--- config.mk ---
export PLATFORM = sky130hd
export DESIGN_NAME = bus_multi_timer
export DESIGN_NICKNAME = d
export VERILOG_FILES = /design/src/bmt_pkg.sv /design/src/bmt_decode.sv /design/src/bmt_timer.sv /design/src/bus_multi_timer.sv
export SDC_FILE = /design/constraint.sdc
export NUM_CORES = 2
export LEC_CHECK = 0
export BUFFER_PORTS_ARGS = -buffer_cell sky130_fd_sc_hd__clkbuf_2
export CORE_MARGIN = 2
export CORE_UTILIZATION = 46
export CTS_BUF_LIST = sky130_fd_sc_hd__clkbuf_4 sky130_fd_sc_hd__clkbuf_8
export CTS_CLUSTER_DIAMETER = 30
export DETAILED_ROUTE_END_ITERATION = 8
export GPL_TIMING_DRIVEN = 0
export PLACE_DENSITY = 0.59
export SLEW_MARGIN = 15
export SYNTH_ARGS = -nofsm -noshare
export SYNTH_HDL_FRONTEND = slang
export SYNTH_HIERARCHICAL = 1
export SYNTH_SLANG_ARGS = --single-unit
--- constraint.sdc ---
create_clock -name clk -period 7.9 [get_ports clk]
set_clock_uncertainty 0.1 [all_clocks]
set_input_delay 1.58 -clock clk [delete_from_list [all_inputs] [get_ports clk]]
set_output_delay 1.58 -clock clk [all_outputs]
set_load 0.02 [all_outputs]
--- src/bmt_pkg.sv ---
`default_nettype none

package bmt_pkg;

  // Timer bank size and data width
  localparam int NTIMER = 4;
  localparam int DATA_W = 32;

  // Decode fields taken from the offset inside the segment
  localparam int TIMER_SEL_W = 5;
  localparam int REG_SEL_W   = 2;

  // Register codes within one 16-byte timer cell
  localparam logic [REG_SEL_W-1:0] REG_VALUE   = 2'd0;
  localparam logic [REG_SEL_W-1:0] REG_PERIOD  = 2'd1;
  localparam logic [REG_SEL_W-1:0] REG_RUNNING = 2'd2;
  localparam logic [REG_SEL_W-1:0] REG_IRQ     = 2'd3;

  // Bus write aimed at one timer
  typedef struct packed {
    logic                 en;
    logic [REG_SEL_W-1:0] sel;
    logic [DATA_W-1:0]    data;
  } bmt_wr_t;

  // Registers of one timer after the current tick
  typedef struct packed {
    logic [DATA_W-1:0] value;
    logic [DATA_W-1:0] period;
    logic              run;
    logic              irq;
  } bmt_cell_t;

  // Result of the address decode
  typedef struct packed {
    logic                   hit;
    logic [REG_SEL_W-1:0]   sel;
    logic [TIMER_SEL_W-1:0] timer;
  } bmt_dec_t;

endpackage

`default_nettype wire

--- src/bmt_decode.sv ---
`default_nettype none

module bmt_decode
  import bmt_pkg::*;
(
  input  wire logic [DATA_W-1:0] address,
  input  wire logic [DATA_W-1:0] segment_base,
  input  wire logic [DATA_W-1:0] segment_size,
  output bmt_dec_t               dec
);

  logic [DATA_W-1:0] addr_w;
  logic [DATA_W:0]   seg_end;
  logic [DATA_W-1:0] offset;

  // Drop the byte lane bits and form the segment end without wrap
  assign addr_w  = {address[DATA_W-1:2], 2'b00};
  assign seg_end = {1'b0, segment_base} + {1'b0, segment_size};
  assign offset  = addr_w - segment_base;

  // Hit when the word address lies in [base, base + size)
  assign dec.hit   = (addr_w >= segment_base) && ({1'b0, addr_w} < seg_end);
  assign dec.sel   = offset[3:2];
  assign dec.timer = offset[8:4];

endmodule

`default_nettype wire

--- src/bmt_timer.sv ---
`default_nettype none

module bmt_timer
  import bmt_pkg::*;
(
  input  wire logic      clk,
  input  wire logic      rst,
  input  wire logic      tick,
  input  wire bmt_wr_t   wr,
  output bmt_cell_t      cell_next
);

  logic [DATA_W-1:0] value;
  logic [DATA_W-1:0] period;
  logic [DATA_W-1:0] count;
  logic              run;
  logic              irq;

  logic [DATA_W-1:0] count_next;
  logic              wr_value;
  logic              wr_period;
  logic              wr_run;
  logic              wr_irq;
  logic              data_nz;
  logic              reload;

  assign wr_value  = wr.en && (wr.sel == REG_VALUE);
  assign wr_period = wr.en && (wr.sel == REG_PERIOD);
  assign wr_run    = wr.en && (wr.sel == REG_RUNNING);
  assign wr_irq    = wr.en && (wr.sel == REG_IRQ);
  assign data_nz   = (wr.data != '0);
  assign reload    = run && (count == '0);

  // Free-running value: a write replaces this tick's increment
  assign cell_next.value  = wr_value ? wr.data : value + DATA_W'(1);
  assign cell_next.period = wr_period ? wr.data : period;

  // Countdown follows the run flag from before the tick
  always_comb begin
    count_next = wr_period ? wr.data : count;
    if (run) begin
      count_next = reload ? period : count - DATA_W'(1);
    end
  end

  assign cell_next.run = wr_period ? 1'b0 : (wr_run ? data_nz : run);
  assign cell_next.irq = reload ? 1'b1 : (wr_irq ? data_nz : irq);

  // Advance the timer once per tick
  always_ff @(posedge clk) begin
    if (rst) begin
      value  <= '0;
      period <= '0;
      count  <= '0;
      run    <= 1'b0;
      irq    <= 1'b0;
    end else if (tick) begin
      value  <= cell_next.value;
      period <= cell_next.period;
      count  <= count_next;
      run    <= cell_next.run;
      irq    <= cell_next.irq;
    end
  end

endmodule

`default_nettype wire

--- src/bus_multi_timer.sv ---
// Timing: an item is registered on acceptance, and its result is registered
//   when the item advances, which waits while the result is stalled.
// Throughput: one item per cycle unless stalled; all timers step together.
// Reset (rst, synchronous): timers, flags, bus phase and pending selection
//   clear; segment base returns to 0 and segment size to 512; no item held.
`default_nettype none

module bus_multi_timer
  import bmt_pkg::*;
(
  input  wire logic              clk,
  input  wire logic              rst,
  // Input item channel
  input  wire logic              in_valid,
  output logic                   in_stall,
  input  wire logic              access_valid,
  input  wire logic              func,
  input  wire logic [DATA_W-1:0] address,
  input  wire logic [DATA_W-1:0] write_data,
  // Result item channel
  output logic                   out_valid,
  input  wire logic              out_stall,
  output logic [1:0]             ack,
  output logic [DATA_W-1:0]      read_data,
  output logic [DATA_W-1:0]      irq_lines,
  // Configuration write channel
  input  wire logic              cfg_valid,
  output logic                   cfg_ready,
  input  wire logic [3:0]        cfg_index,
  input  wire logic [DATA_W-1:0] cfg_data
);

  localparam logic [1:0] PH_IDLE  = 2'd0;
  localparam logic [1:0] PH_READ  = 2'd1;
  localparam logic [1:0] PH_WRITE = 2'd2;
  localparam logic [1:0] PH_ERROR = 2'd3;

  localparam logic [1:0] ACK_NONE  = 2'd0;
  localparam logic [1:0] ACK_READY = 2'd1;
  localparam logic [1:0] ACK_ERROR = 2'd2;

  localparam logic [3:0] CFG_BASE = 4'd0;
  localparam logic [3:0] CFG_SIZE = 4'd1;

  logic [DATA_W-1:0] segment_base;
  logic [DATA_W-1:0] segment_size;

  logic              s1_valid;
  logic              s1_access;
  logic              s1_func;
  logic [DATA_W-1:0] s1_addr;
  logic [DATA_W-1:0] s1_wdata;

  logic [1:0]             phase;
  logic [1:0]             phase_next;
  logic [REG_SEL_W-1:0]   pend_reg;
  logic [REG_SEL_W-1:0]   pend_reg_next;
  logic [TIMER_SEL_W-1:0] pend_timer;
  logic [TIMER_SEL_W-1:0] pend_timer_next;

  logic              adv;
  logic              in_accept;
  bmt_dec_t          dec;
  bmt_wr_t           wr [NTIMER];
  bmt_cell_t         cell_next [NTIMER];
  logic [1:0]        ack_next;
  logic [DATA_W-1:0] rdata_next;
  logic [DATA_W-1:0] lines_next;

  // Handshake: stage one moves on when the result register is free
  assign adv       = s1_valid && (!out_valid || !out_stall);
  assign in_stall  = s1_valid && !adv;
  assign in_accept = in_valid && !in_stall;
  assign cfg_ready = 1'b1;

  // Configuration registers
  always_ff @(posedge clk) begin
    if (rst) begin
      segment_base <= '0;
      segment_size <= DATA_W'(512);
    end else if (cfg_valid && cfg_ready) begin
      if (cfg_index == CFG_BASE) begin
        segment_base <= cfg_data;
      end else if (cfg_index == CFG_SIZE) begin
        segment_size <= cfg_data;
      end
    end
  end

  // Input register
  always_ff @(posedge clk) begin
    if (rst) begin
      s1_valid <= 1'b0;
    end else if (in_accept) begin
      s1_valid <= 1'b1;
    end else if (adv) begin
      s1_valid <= 1'b0;
    end
  end

  always_ff @(posedge clk) begin
    if (in_accept) begin
      s1_access <= access_valid;
      s1_func   <= func;
      s1_addr   <= address;
      s1_wdata  <= write_data;
    end
  end

  bmt_decode u_decode (
    .address      (s1_addr),
    .segment_base (segment_base),
    .segment_size (segment_size),
    .dec          (dec)
  );

  // Bus phase: decode in idle, any other phase returns to idle
  always_comb begin
    phase_next      = PH_IDLE;
    pend_reg_next   = pend_reg;
    pend_timer_next = pend_timer;
    if ((phase == PH_IDLE) && s1_access) begin
      if (!dec.hit) begin
        phase_next = PH_ERROR;
      end else begin
        pend_reg_next   = dec.sel;
        pend_timer_next = dec.timer;
        phase_next      = s1_func ? PH_READ : PH_WRITE;
      end
    end
  end

  always_ff @(posedge clk) begin
    if (rst) begin
      phase      <= PH_IDLE;
      pend_reg   <= '0;
      pend_timer <= '0;
    end else if (adv) begin
      phase      <= phase_next;
      pend_reg   <= pend_reg_next;
      pend_timer <= pend_timer_next;
    end
  end

  // Timer bank: the write phase addresses at most one timer
  for (genvar t = 0; t < NTIMER; t++) begin : g_timer
    assign wr[t].en   = (phase == PH_WRITE) && (pend_timer == TIMER_SEL_W'(t));
    assign wr[t].sel  = pend_reg;
    assign wr[t].data = s1_wdata;

    bmt_timer u_timer (
      .clk       (clk),
      .rst       (rst),
      .tick      (adv),
      .wr        (wr[t]),
      .cell_next (cell_next[t])
    );
  end

  // Result: response, read data and irq lines from the updated state
  always_comb begin
    unique case (phase_next)
      PH_READ, PH_WRITE: ack_next = ACK_READY;
      PH_ERROR:          ack_next = ACK_ERROR;
      default:           ack_next = ACK_NONE;
    endcase
    rdata_next = '0;
    lines_next = '0;
    for (int i = 0; i < NTIMER; i++) begin
      if ((phase_next == PH_READ) && (pend_timer_next == TIMER_SEL_W'(i))) begin
        unique case (pend_reg_next)
          REG_VALUE:   rdata_next = cell_next[i].value;
          REG_PERIOD:  rdata_next = cell_next[i].period;
          REG_RUNNING: rdata_next = DATA_W'(cell_next[i].run);
          default:     rdata_next = DATA_W'(cell_next[i].irq);
        endcase
      end
      lines_next[i] = cell_next[i].irq && cell_next[i].run;
    end
  end

  // Result register
  always_ff @(posedge clk) begin
    if (rst) begin
      out_valid <= 1'b0;
    end else if (adv) begin
      out_valid <= 1'b1;
    end else if (!out_stall) begin
      out_valid <= 1'b0;
    end
  end

  always_ff @(posedge clk) begin
    if (adv) begin
      ack       <= ack_next;
      read_data <= rdata_next;
      irq_lines <= lines_next;
    end
  end

  // Checks
  a_ack_code: assert property (@(posedge clk) disable iff (rst)
    out_valid |-> ((ack == ACK_NONE) || (ack == ACK_READY) || (ack == ACK_ERROR)))
    else $error("undefined ack code");

  a_rdata_zero: assert property (@(posedge clk) disable iff (rst)
    (out_valid && (ack != ACK_READY)) |-> (read_data == '0))
    else $error("read data without ready response");

  a_phase_idle: assert property (@(posedge clk) disable iff (rst)
    (adv && (phase != PH_IDLE)) |=> (phase == PH_IDLE))
    else $error("bus phase did not return to idle");

  a_irq_range: assert property (@(posedge clk) disable iff (rst)
    out_valid |-> ((irq_lines >> NTIMER) == '0))
    else $error("irq line set beyond timer count");

endmodule

`default_nettype wire

---- Yosys cells after proc, flatten, opt, wreduce, memory -nomap -nowiden ----
Index checks and enable logic that the tools add are counted.
Widths: inputs -> output; s select.
word-level totals
  bits in read-only memories .............. 0
  bits in writable memories ............... 0
  memories ................................ 0
  output and inout port bits .............. 69
  bits in registers ....................... 571
  logic and storage cells ................. 185
  latch bits .............................. 0
cells by class
  bitwise logic cells ..................... 1
  $mul .................................... 0
  divide/modulo/power cells ............... 0
  $add $sub $neg .......................... 10
  equality and inequality tests ........... 17
  reduce and logical (&&, ||, !) cells .... 65
  shifts and indexed selects .............. 0
  magnitude comparators ................... 2
  muxes and demuxes ....................... 56
operator list
  cell                   number
  $mux 32                24
  $pmux 32 s3            4
  $add 32x1->32 const B  4
  $logic_not 32->1       4
  $sub 32x1->32 const B  4
  $logic_and 1x1->1      37
  $add 32x32->33         1
  $lt 32x33->1           1
  $ge 32x32->1           1
  $reduce_bool 32->1     1
  $eq 5x2->1 const B     4
  $mux 1                 20
  $eq 2x2->1 const B     6
  $eq 5x1->1 const B     2
  $logic_not 5->1        2
  $mux 2                 5
  $mux 5                 2
  $reduce_and 2->1       5
  $reduce_bool 2->1      5
  $sub 9x9->9            1
  $eq 2x1->1 const B     3
  $logic_not 2->1        3
  $eq 4x1->1 const B     1
  $logic_not 1->1        4
  7 further kinds        7

---- Depth between registers and ports, before layout ----
  depth in word-level cells ............... 11
  gate-level depth with buffers ........... 28
  mapped depth without buffers ............ 27

---- Cells and area by module ----
Netlist, hierarchy kept.
by module, submodules not included
  module           area an instance (um2)  times used  cells each  seq. area each (um2)
  bmt_timer        6527.5                  4           830         1961.9
  bus_multi_timer  8530.7                  1           846         4624.4
  bmt_decode       3231.8                  1           425         0.0

---- Worst setup path after synthesis ----
Ideal clock, no wire load.
  path kind ............................... register to register
  start point ............................. reg segment_base[0]
  end point ............................... reg read_data[10], data pin
  period minus slack after synthesis ...... 5.803 ns
  required time ........................... 7.534 ns
  cell stages (with the launch flop) ...... 28
  buffers on the path ..................... 5
  setup slack ............................. 2.097 ns
  data arrival time ....................... 5.437 ns
  cells stage by stage .................... dfxtp_1 > ha_1 > inv_1 > fa_1 > nand2b_1 > a21oi_1 > o2111ai_1 > a21oi_2 > nor3_2 > a21oi_2 > a311oi_2 > xor2_1 > ha_1 > a21o_1 > a21o_1 > a211oi_1 > o311ai_0 > a211o_1 > a32oi_1 > nor4bb_4 > buf_6 > buf_6 > mux2i_4 > buf_6 > buf_6 > buf_2 > mux2i_1 > o21ai_1
RTL lines
  what                      RTL line                source
  start: declaration        bus_multi_timer.sv:45   logic [DATA_W-1:0] segment_base;
  start signal: assignment  bus_multi_timer.sv:83   segment_base <= cfg_data;
  end signal: assignment    bus_multi_timer.sv:196  read_data <= rdata_next;
  end: declaration          bus_multi_timer.sv:24   output logic [DATA_W-1:0] read_data,

==> metrics <==
first drt pass iteration count 8; post-CTS sizing 1; Worst path top cell family by delay compound AO/OA/AOI/OAI gates; worst hold path endpoint segment_size[17]; core area 81720 sq um; die width 290.7 um; met3 usage in global routing 0.09345; sw power 0.002299 W; fraction of layout instances using a drive strength above 1 0.1630; Clock Pin Slew Worst Setup and Hold Paths 50 ps; HP Start segment_size[17]; slowest stage cell on the critical path mux2i_1; Area Overhead vs Synth 18.21%; CP Class reg2reg; hold_ws 359.0 ps; Mean Syn Cell Area 8.240 sq um; Die Y 290.7 um; Die Area 84510 sq um; dpl ws -104.4 ps; total CTS buffers 159; Worst-Margin Slew 1388 ps; slew margin rel. 0.07495; Worst EP arrival 8140 ps; switch share 0.2758; Reg-to-Reg Start segment_base[0]; H-tree depth 4; clock power share 0.538; Reg2Reg Setup Slack 210 ps; layer with the highest usage met2; vias in the first global route 36620; Reg2Reg Depth 27; DRT iter0 DRCs 4423; CP bufs+invs 4; Period minus WS final 7695 ps; number of I/O port buffers 143; initial antenna violation count 7; Req. time, crit path 8350 ps; Core Rows 105; M2 GR Usage 0.5434; Combinational Power Share 0.092; DRC violations left 0; Crit Reg-Reg Endpoint read_data[14]; final wirelength 157500 um; Mapped Area 37810 sq um; ANT nets after route 0; PD cells 186.4 nW/um^2; cell count after synthesis 4589; Flop pwr share 0.371; Final setup violation count 0; setup ws final 205.1 ps; CP Max Fanout 10; outcome finished clean; initial core utilization 0.4627; Crit path largest cell delay 520 ps; RSZ-0062 raised after global routing false; DR vias/cell 6.227; leakage power 16.80 nW; Clock Tree Buf Depth 3; grt met1 use 0.4750; Int Pwr 0.006035 W; Total GRT Usage 0.3616; synth warn 6; Max Cap Viol 0; final hold vios 0; fin. max-slew vios 0; crit end category flip-flop; Nets 5183; Worst setup SP type flip-flop; biggest regs g_timer.u_timer/count (128), g_timer.u_timer/period (128), g_timer.u_timer/value (128); Clk Tree Root Cell clkbuf_8; TritonCTS clock tree built; clk sinks 569; gr ovfl total 0; setup repair bufs after CTS 0; dpl hpwl 117100 um; Via Count 38460; Worst IR Drop VDD 0.2389 mV; CP dominant cell by count a21oi_2; worst hold stages 2; min-delay worst type reg2reg; pin count of the biggest net entering global routing 46; clock latency on the worst-skew pair 860 ps; Max Clk Rate 130.0 MHz; gpl congestion 1.024; first-pass GRT wire length 232600 um; routed length per instance 25.51 um; final worst-path cycle share 0.9740; I/O Pins 176; # hold bufs at CTS 0
[cells in the final DEF (no fill, tap or decap), types with 82 or more instances in the layout]
master and instances:
xor2_1 82, clkbuf_1 222, a21oi_1 249, mux2i_1 252, clkbuf_2 145, edfxtp_1 102
nor3_1 166, clkbuf_8 181, ha_1 102, mux2_2 134, nor2_1 467, dfxtp_1 465
nand3_1 191, nand2_1 492, o21ai_0 214, xnor2_1 143
[worst min-delay path, delay by kind of cell, from the launching register on]
family	cells	cell delay, ps
AOI/OAI and AO/OA	1	50
DFF	1	310
and+or+nand+nor	1	50
[layer usage]
layer | wire length, um | part of all wire
met1 | 65050 | 0.41
met2 | 66790 | 0.42
met3 | 17110 | 0.11
met4 | 8543 | 0.054
met5 | 27 | 0.00017
[stage by stage]
stage | util | cell area, sq um | power, W | TNS [ps] | std cells
3_3_place_gp | 0.4891 | 39970 | 0.003816 | -279.6 | 5829
3_5_place_dp | 0.5016 | 40990 | 0.003873 | -574.5 | 5882
5_1_grt | 0.5470 | 44700 | 0.008580 | 0 | 6176
2_1_floorplan | - | 37910 | 0.003510 | 0 | 4616
4_1_cts | 0.5461 | 44630 | 0.008359 | 0 | 6174
6_report | 0.5470 | 44700 | 0.008334 | 0 | 6176
[power by group through the flow]
stage	Sequential (W)	Clock, W	Combinational [W]
finish	0.00309	0.00448	0.000764
CTS	0.00308	0.00454	0.000736
global route	0.00309	0.00470	0.000794
floorplan	0.00313	0	0.000383
detailed placement	0.00314	0	0.000733
global placement	0.00323	0	0.000590
[area by class of cell]
type	count	area, sq um
Inverter	80	300.3
Clock inverter	84	933.4
Buffer	343	1614
Timing Repair Buffer	196	1725
Multi-Input combinational cell	3624	23670
Fill cell	7831	37020
Antenna cell	2	5.005
Tap cell	1070	1339
Sequential cell	569	12410
Clock buffer	208	2694
[worst max path at each step]
| stage | startpoint | to | slack, ps | cells after the start |
|---|---|---|---|---|
| detailed placement | segment_base[0] | read_data[9] | -100 | 27 |
| finish | segment_base[0] | read_data[14] | 210 | 27 |
| global placement | out_stall | g_timer[3].u_timer/count[26] | -80 | 8 |
| floorplan | segment_base[0] | read_data[10] | 2100 | 27 |
| CTS | segment_base[0] | read_data[9] | 70 | 27 |
| global route | segment_base[0] | read_data[7] | 20 | 27 |
Note: power is estimated with default switching activity, not from simulation.
